--- src/rtl/core/bda_pkg.sv ---
// ----------------------------------------------------------------------------
// bda_pkg
// Shared types and constants for the button debounce / auto-repeat core.
// ----------------------------------------------------------------------------
package bda_pkg;

    localparam int MS_W      = 32;
    localparam int CFG_W     = 16;
    localparam int KIND_W    = 3;
    localparam int CFG_IDX_W = 2;

    typedef enum logic [KIND_W-1:0] {
        KIND_TICK   = 3'd0,
        KIND_PRESS  = 3'd1,
        KIND_REPEAT = 3'd2,
        KIND_FLUSH  = 3'd3,
        KIND_INIT   = 3'd4
    } t_kind;

    localparam logic [CFG_IDX_W-1:0] CFG_DEBOUNCE = 2'd0;
    localparam logic [CFG_IDX_W-1:0] CFG_DELAY    = 2'd1;
    localparam logic [CFG_IDX_W-1:0] CFG_PERIOD   = 2'd2;

    localparam logic [CFG_W-1:0] DEBOUNCE_RST = 16'd20;
    localparam logic [CFG_W-1:0] DELAY_RST    = 16'd400;
    localparam logic [CFG_W-1:0] PERIOD_RST   = 16'd140;

    typedef struct packed {
        logic [CFG_W-1:0] debounce;
        logic [CFG_W-1:0] delay;
        logic [CFG_W-1:0] period;
    } t_cfg;

    typedef struct packed {
        logic              en;
        logic [KIND_W-1:0] kind;
        logic              sel;
        logic              lv;
    } t_cell_cmd;

    typedef struct packed {
        logic            down;
        logic            ev;
        logic [MS_W-1:0] held;
    } t_cell_stat;

endpackage

--- src/rtl/core/bda_cell.sv ---
// ----------------------------------------------------------------------------
// bda_cell
// Per-button debounce, press latch, ignore and auto-repeat state.
// ----------------------------------------------------------------------------
module bda_cell
    import bda_pkg::*;
(
    input  logic            i_clk,
    input  logic            i_rst_n,
    input  t_cfg            i_cfg,
    input  t_cell_cmd       i_cmd,
    input  logic [MS_W-1:0] i_now_n,
    output t_cell_stat      o_stat
);

    logic            r_raw,    n_raw;
    logic            r_stable, n_stable;
    logic            r_pend,   n_pend;
    logic            r_ign,    n_ign;
    logic [MS_W-1:0] r_chg,    n_chg;
    logic [MS_W-1:0] r_prs,    n_prs;
    logic [MS_W-1:0] r_due,    n_due;
    logic            ev;
    logic [MS_W-1:0] since_chg;
    logic [MS_W-1:0] since_due;

    assign since_chg = i_now_n - r_chg;
    assign since_due = i_now_n - r_due;

    always_comb begin
        n_raw    = r_raw;
        n_stable = r_stable;
        n_pend   = r_pend;
        n_ign    = r_ign;
        n_chg    = r_chg;
        n_prs    = r_prs;
        n_due    = r_due;
        ev       = 1'b0;
        if (i_cmd.en) begin
            case (i_cmd.kind)
                KIND_TICK: begin
                    if (i_cmd.lv != r_raw) begin
                        n_raw = i_cmd.lv;
                        n_chg = i_now_n;
                    end else if (i_cmd.lv != r_stable &&
                                 since_chg >= MS_W'(i_cfg.debounce)) begin
                        n_stable = i_cmd.lv;
                        if (i_cmd.lv) begin
                            n_prs  = i_now_n;
                            n_due  = i_now_n + MS_W'(i_cfg.delay);
                            n_pend = ~r_ign;
                        end else begin
                            n_ign = 1'b0;
                        end
                    end
                end
                KIND_PRESS: begin
                    if (i_cmd.sel) begin
                        ev     = r_pend;
                        n_pend = 1'b0;
                    end
                end
                KIND_REPEAT: begin
                    if (i_cmd.sel) begin
                        if (r_pend) begin
                            ev     = 1'b1;
                            n_pend = 1'b0;
                        end else if (r_stable && !r_ign && !since_due[MS_W-1]) begin
                            ev    = 1'b1;
                            n_due = i_now_n + MS_W'(i_cfg.period);
                        end
                    end
                end
                KIND_FLUSH: begin
                    n_pend = 1'b0;
                    n_ign  = r_stable;
                end
                KIND_INIT: begin
                    n_raw    = i_cmd.lv;
                    n_stable = i_cmd.lv;
                    n_ign    = 1'b0;
                    n_chg    = i_now_n;
                    n_prs    = i_now_n;
                end
                default: begin
                end
            endcase
        end
    end

    always_comb begin
        o_stat.down = n_stable & ~n_ign;
        o_stat.ev   = ev;
        o_stat.held = (o_stat.down && i_cmd.sel) ? (i_now_n - n_prs) : '0;
    end

    always_ff @(posedge i_clk) begin
        if (!i_rst_n) begin
            r_raw    <= 1'b0;
            r_stable <= 1'b0;
            r_pend   <= 1'b0;
            r_ign    <= 1'b0;
            r_chg    <= '0;
            r_prs    <= '0;
            r_due    <= '0;
        end else begin
            r_raw    <= n_raw;
            r_stable <= n_stable;
            r_pend   <= n_pend;
            r_ign    <= n_ign;
            r_chg    <= n_chg;
            r_prs    <= n_prs;
            r_due    <= n_due;
        end
    end

endmodule

--- src/rtl/core/button_debounce_autorepeat_core.sv ---
// Each input transaction is held in the input register, then its result in the result register.
// Throughput: one transaction per cycle unless the result side stalls; per-button
// update is one registered pass between the input register and the result register.
// Reset (i_rst_n low, synchronous): time counter and all button state
// cleared, registers back to 20 / 400 / 140 ms, both sides empty.
// ----------------------------------------------------------------------------
// button_debounce_autorepeat_core
// Debounces NUM_BUTTONS button levels and answers press / repeat queries.
// ----------------------------------------------------------------------------
module button_debounce_autorepeat_core
    import bda_pkg::*;
#(
    parameter int NUM_BUTTONS = 3,
    localparam int BTN_W   = (NUM_BUTTONS > 1) ? $clog2(NUM_BUTTONS) : 1,
    localparam int IN_RAW  = BTN_W + NUM_BUTTONS,
    localparam int IN_W    = ((IN_RAW + 7) / 8) * 8,
    localparam int OUT_RAW = 1 + NUM_BUTTONS + 1 + MS_W,
    localparam int OUT_W   = ((OUT_RAW + 7) / 8) * 8
) (
    input  logic                 i_clk,
    input  logic                 i_rst_n,
    // config write channel
    input  logic                 i_cfg_valid,
    output logic                 o_cfg_ready,
    input  logic [CFG_IDX_W-1:0] i_cfg_index,
    input  logic [CFG_W-1:0]     i_cfg_data,
    // input stream
    input  logic                 i_s_axis_tvalid,
    output logic                 o_s_axis_tready,
    input  logic [IN_W-1:0]      i_s_axis_tdata,  // button, levels, zero pad
    input  logic [KIND_W-1:0]    i_s_axis_tuser,  // kind
    // result stream
    output logic                 o_m_axis_tvalid,
    input  logic                 i_m_axis_tready,
    output logic [OUT_W-1:0]     o_m_axis_tdata   // event_flag, down_mask, any_down,
                                                  // held_ms, zero pad
);

    t_cfg                   r_cfg;
    logic                   r_in_vld;
    logic [KIND_W-1:0]      r_kind;
    logic [BTN_W-1:0]       r_btn;
    logic [NUM_BUTTONS-1:0] r_lv;
    logic                   r_out_vld;
    logic [OUT_RAW-1:0]     r_out;
    logic [MS_W-1:0]        r_now, n_now;

    logic                   s_fire;
    logic                   out_free;
    logic                   advance;
    t_cell_stat             stat [NUM_BUTTONS];
    logic [NUM_BUTTONS-1:0] down_mask;
    logic [NUM_BUTTONS-1:0] ev_vec;
    logic                   ev;
    logic [MS_W-1:0]        held;

    assign o_cfg_ready     = 1'b1;
    assign out_free        = ~r_out_vld | i_m_axis_tready;
    assign o_s_axis_tready = ~r_in_vld | out_free;
    assign s_fire          = i_s_axis_tvalid & o_s_axis_tready;
    assign advance         = r_in_vld & out_free;

    always_ff @(posedge i_clk) begin
        if (!i_rst_n) begin
            r_cfg.debounce <= DEBOUNCE_RST;
            r_cfg.delay    <= DELAY_RST;
            r_cfg.period   <= PERIOD_RST;
        end else if (i_cfg_valid) begin
            case (i_cfg_index)
                CFG_DEBOUNCE: r_cfg.debounce <= i_cfg_data;
                CFG_DELAY:    r_cfg.delay    <= i_cfg_data;
                CFG_PERIOD:   r_cfg.period   <= i_cfg_data;
                default: begin
                end
            endcase
        end
    end

    always_ff @(posedge i_clk) begin
        if (!i_rst_n) begin
            r_in_vld <= 1'b0;
        end else begin
            r_in_vld <= s_fire | (r_in_vld & ~out_free);
        end
    end

    always_ff @(posedge i_clk) begin
        if (s_fire) begin
            r_kind <= i_s_axis_tuser;
            r_btn  <= i_s_axis_tdata[BTN_W-1:0];
            r_lv   <= i_s_axis_tdata[IN_RAW-1:BTN_W];
        end
    end

    assign n_now = (advance && r_kind == KIND_TICK) ? r_now + MS_W'(1) : r_now;

    always_ff @(posedge i_clk) begin
        if (!i_rst_n) begin
            r_now <= '0;
        end else begin
            r_now <= n_now;
        end
    end

    for (genvar g = 0; g < NUM_BUTTONS; g++) begin : g_btn
        t_cell_cmd cmd;
        always_comb begin
            cmd.en   = advance;
            cmd.kind = r_kind;
            cmd.sel  = (r_btn == BTN_W'(g));
            cmd.lv   = r_lv[g];
        end
        bda_cell u_cell (
            .i_clk   (i_clk),
            .i_rst_n (i_rst_n),
            .i_cfg   (r_cfg),
            .i_cmd   (cmd),
            .i_now_n (n_now),
            .o_stat  (stat[g])
        );
        assign down_mask[g] = stat[g].down;
        assign ev_vec[g]    = stat[g].ev;
    end

    assign ev = |ev_vec;

    always_comb begin
        held = '0;
        for (int i = 0; i < NUM_BUTTONS; i++) begin
            held = held | stat[i].held;
        end
    end

    always_ff @(posedge i_clk) begin
        if (!i_rst_n) begin
            r_out_vld <= 1'b0;
        end else if (advance) begin
            r_out_vld <= 1'b1;
        end else if (i_m_axis_tready) begin
            r_out_vld <= 1'b0;
        end
    end

    always_ff @(posedge i_clk) begin
        if (advance) begin
            r_out <= {held, |down_mask, down_mask, ev};
        end
    end

    assign o_m_axis_tvalid = r_out_vld;
    assign o_m_axis_tdata  = OUT_W'(r_out);

    a_no_event_on_other_kinds: assert property (@(posedge i_clk) disable iff (!i_rst_n)
        (advance && r_kind != KIND_PRESS && r_kind != KIND_REPEAT) |=> !r_out[0])
        else $error("event flag set for a transaction that is not a query");

    a_tick_advances_time: assert property (@(posedge i_clk) disable iff (!i_rst_n)
        (advance && r_kind == KIND_TICK) |=> (r_now == $past(r_now) + MS_W'(1)))
        else $error("time counter did not advance on tick");

    a_time_holds_otherwise: assert property (@(posedge i_clk) disable iff (!i_rst_n)
        !(advance && r_kind == KIND_TICK) |=> $stable(r_now))
        else $error("time counter moved without a tick");

    a_in_reg_held_while_blocked: assert property (@(posedge i_clk) disable iff (!i_rst_n)
        (r_in_vld && !out_free) |=> (r_in_vld && $stable(r_kind) && $stable(r_btn)
                                     && $stable(r_lv)))
        else $error("pending input transaction lost while result side stalled");

    a_reset_empties_output: assert property (@(posedge i_clk)
        !i_rst_n |=> !o_m_axis_tvalid)
        else $error("result valid after reset");

endmodule
--- config.mk ---
export PLATFORM = sky130hd
export DESIGN_NAME = button_debounce_autorepeat_core
export DESIGN_NICKNAME = d
export VERILOG_FILES = /design/src/rtl/core/bda_pkg.sv /design/src/rtl/core/bda_cell.sv /design/src/rtl/core/button_debounce_autorepeat_core.sv
export SDC_FILE = /design/constraint.sdc
export NUM_CORES = 2
export LEC_CHECK = 0
export BUFFER_PORTS_ARGS = -buffer_cell sky130_fd_sc_hd__buf_2
export CORE_MARGIN = 2
export CORE_UTILIZATION = 25
export CTS_CLUSTER_SIZE = 16
export DETAILED_ROUTE_END_ITERATION = 16
export HOLD_SLACK_MARGIN = 0.1
export PLACE_DENSITY = 0.36
export SLEW_MARGIN = 20
export SYNTH_ARGS = -nofsm -noshare
export SYNTH_HDL_FRONTEND = slang
export SYNTH_HIERARCHICAL = 1
export SYNTH_SLANG_ARGS = --single-unit
export TNS_END_PERCENT = 1
--- constraint.sdc ---
create_clock -name i_clk -period 32.7 [get_ports i_clk]
set_input_delay 4.905 -clock i_clk [delete_from_list [all_inputs] [get_ports i_clk]]
set_output_delay 4.905 -clock i_clk [all_outputs]
set_load 0.03 [all_outputs]
==> results.yml <==
route:
  wl_per_cell_um: 21.9
  drt_pass1_iterations: 5
  wirelength_mm: 150
  drc: 0
  first_iter_violations: 2422
  via_count: 34400
  ant_nets: 0
  vias_per_cell: 5.04
layout:
  mostFrequentLayoutCells: "nand2_1 (703), a21oi_1 (443), dfxtp_1 (382)"
  final_common_cell: "nand2_1"
  drive_gt1_frac: 0.0943
  final_nets: 5232
  fillCellCount: 15900
  instances_no_fill: 6832
  final_core_util: 0.287
  area_growth_pct: 14.0
die:
  dieArea_mm2: 0.150
  start_util: 0.252
  core.rowCount: 140
  die_y_um: 387
  die_x_um: 387
  core_mm2: 0.146
  io_pins: 77
placed_design:
  dpl.hpwl_mm: 111
  placed_cells: 6712
  io_buffers: 69
  place_congestion: 0.849
clock_network:
  holdBufCountCts: 0
  cts_tree: "done"
  cts_buffers: 61
  clock_sinks: 427
  root_buffer: "clkbuf_16"
  clockBufferDepth: 3
  cts.repair.resized: 0
  htreeDepth: 2
  clk_pin_slew_ns: 0.06
  postCtsSetupBuffers: 0
  clock_latency_ns: 0.70
setup_path:
  cp_data_required_time_ns: 33.13
  r2r_end: "r_out[33]"
  slowest_stage: "nor3_1"
  rrSetupSlack_ns: 19.68
  cpPeakStageDelay_ns: 0.80
  start_kind: "input port"
  path_class: "in -> reg"
  crit_end: "r_out[33]"
  path_max_fanout: 42
  crit_path_end_kind: "flop"
  cpMostUsedCell: "maj3_1"
  reg2reg_depth: 40
  crit_start: "i_m_axis_tready"
  rr_startpoint: "r_kind[1]"
  worstPathArrival_ns: 16.93
yosys:
  yosys_register_bits: 427
  synth_enable_flop_cells: 45
  ys_async_sr_fraction: 0
  ys.warnings.count: 6
  seq_area_frac_synth: 0.246
  synth.largest_area_cell: "dfxtp_1"
  synthTopCellsByArea: "dfxtp_1 (21%), ha_1 (11%), nand2_1 (7.3%), a21oi_1 (6.1%), nor2_1 (3.7%)"
  synth_fa_ha_area_frac: 0.124
  yosys.area.top_type_share: 0.209
  synth_compound_area_frac: 0.226
  synth-xor-area-share: 0.0619
  synthFlopType: "dfxtp_1"
  synth-simple-area-share: 0.239
  synth.avg_cell_area_um2: 7.55
  yosysUniqueCellTypes: 120
  synthesis.area_mm2: 0.0366
  synth_top_family_by_area: "simple AND/OR/NAND/NOR gates"
  synthMuxAreaShare: 0.0408
  synth_cells: 4856
global_routing:
  grt_use_total: 0.194
  grt_pass1_vias: 32800
  grt_pass1_wl_mm: 219
  grt_max_degree: 65
  antenna_found_initial: 21
  globalRouteOverflowTotal: 0
timing:
  finalSetupViolCount: 0
  worstMarginPinSlew_ns: 1.15
  rsz0062_at_grt: "false"
  period_needed_ns: 16.50
  tns_ns: 0
  finalMaxSlewViolations: 0
  clock_skew_ns: 0.0376
  slew-limit-headroom: 0.210
  hold_viol_final: 0
  period_share: 0.505
  max_freq_mhz: 60.6
power:
  p_per_area_mw_per_mm2: 32.5
  ir_drop_uv: 38.5
  total_power_mw: 1.36
  leakage_nw: 17.5
run:
  maxCapViolCount: 0
worst_hold_path:
  hp-class: "reg -> reg"
run_status:
  status: "finished, final reports clean"
[Yosys cell counts, types with 12 or more instances]
library cell  instances
o21ai_1              25
a31oi_1              24
buf_2                29
mux2_2               50
xor2_1              107
clkbuf_1            165
mux2i_1              93
nor3b_1              19
o22ai_1              13
ha_1                331
and3_1               45
o21ai_0             190
nor3_1               66
a21boi_0             53
or4_1                14
nor4_2               12
o31ai_1              51
nand3_1             141
o211a_1              21
nor2_1              361
o21a_1               39
a21oi_1             443
o2111ai_1            21
a211oi_1             36
nand4_1              67
o211ai_1             28
buf_4                12
nand2b_1             82
inv_1               360
nor4_1               16
o21bai_1             38
edfxtp_1             45
xnor2_1             152
maj3_1               19
dfxtp_1             382
nand2_1             708
buf_1                16
and4_1               16
or3_1                56
or2_2                18
nor2b_1              92
a21o_1               95
and2_1               57
a211o_1              14
[per-stage QoR]
stage,hold slack [ns],instance area (um^2),setup WS [ns]
4_1_cts,0.456,41800,16.19
5_1_grt,0.470,41800,15.53
2_1_floorplan,0.432,36600,17.56
3_5_place_dp,0.448,39600,15.48
3_3_place_gp,0.443,39600,15.46
6_report,0.451,41800,16.20
[sequential cells by signal (all words and copies together), names as in the netlist, 32 cells and up]
name                flops
r_out                  37
g_btn.u_cell/r_due     96
r_now                  32
g_btn.u_cell/r_chg     96
r_cfg                  48
g_btn.u_cell/r_prs     96
[power by group]
part	internal, mW	switching [mW]	leakage [nW]
registers	0.535	0.00616	3.52
clock network	0.441	0.291	1.06
logic	0.0257	0.0582	12.9
[kinds of logic after synthesis]
group,Yosys count
AO/OA/AOI/OAI,1259
XOR/XNOR,259
adder cells (fa/ha/maj),361
buffers and inverters,588
flip-flops,427
multiplexers,143
other,2
AND/OR/NAND/NOR,1817
[worst max-delay path: cells and delay by family]
family	cells	cell delay [ns]
muxes	2	0.51
and+or+nand+nor	11	4.48
xor gates and xnor gates	3	0.54
AOI/OAI and AO/OA	14	2.95
buffers and inverters	3	0.99
adders and majority gates	7	2.49
[layout make-up]
type,count,area (um^2),share of cell area
well taps,1917,2400,0.0574
repair buffers,162,1050,0.0251
clock buffers,80,1730,0.0414
flip-flops and latches,427,9000,0.215
inverters,363,1370,0.0327
diodes,4,10.0,0.000240
clock inverters,36,442,0.0106
multi-input cells,3843,25800,0.617
[metal layers]
metal / track usage / vias to the layer above / routed length (um)
met3: 0.0223 / 118 / 6480
met5: 0 / - / 10
met1: 0.287 / 16500 / 76400
met2: 0.300 / 672 / 63900
li1: - / 17100 / -
met4: 0.0394 / 2 / 2880
[worst min-delay path by stage]
stage                         startpoint                   endpoint  slack, ns  depth (start not counted)
2_1_floorplan  g_btn[2].u_cell/r_due[21]  g_btn[2].u_cell/r_due[21]       0.43                          1
3_3_place_gp   g_btn[1].u_cell/r_chg[15]  g_btn[1].u_cell/r_chg[15]       0.44                          2
3_5_place_dp   g_btn[2].u_cell/r_chg[20]  g_btn[2].u_cell/r_chg[20]       0.45                          2
4_1_cts         g_btn[2].u_cell/r_chg[3]   g_btn[2].u_cell/r_chg[3]       0.46                          2
5_1_grt        g_btn[2].u_cell/r_chg[20]  g_btn[2].u_cell/r_chg[20]       0.47                          2
6_report        g_btn[2].u_cell/r_chg[3]   g_btn[2].u_cell/r_chg[3]       0.45                          2
No activity file was read; power rests on OpenSTA's default activity.
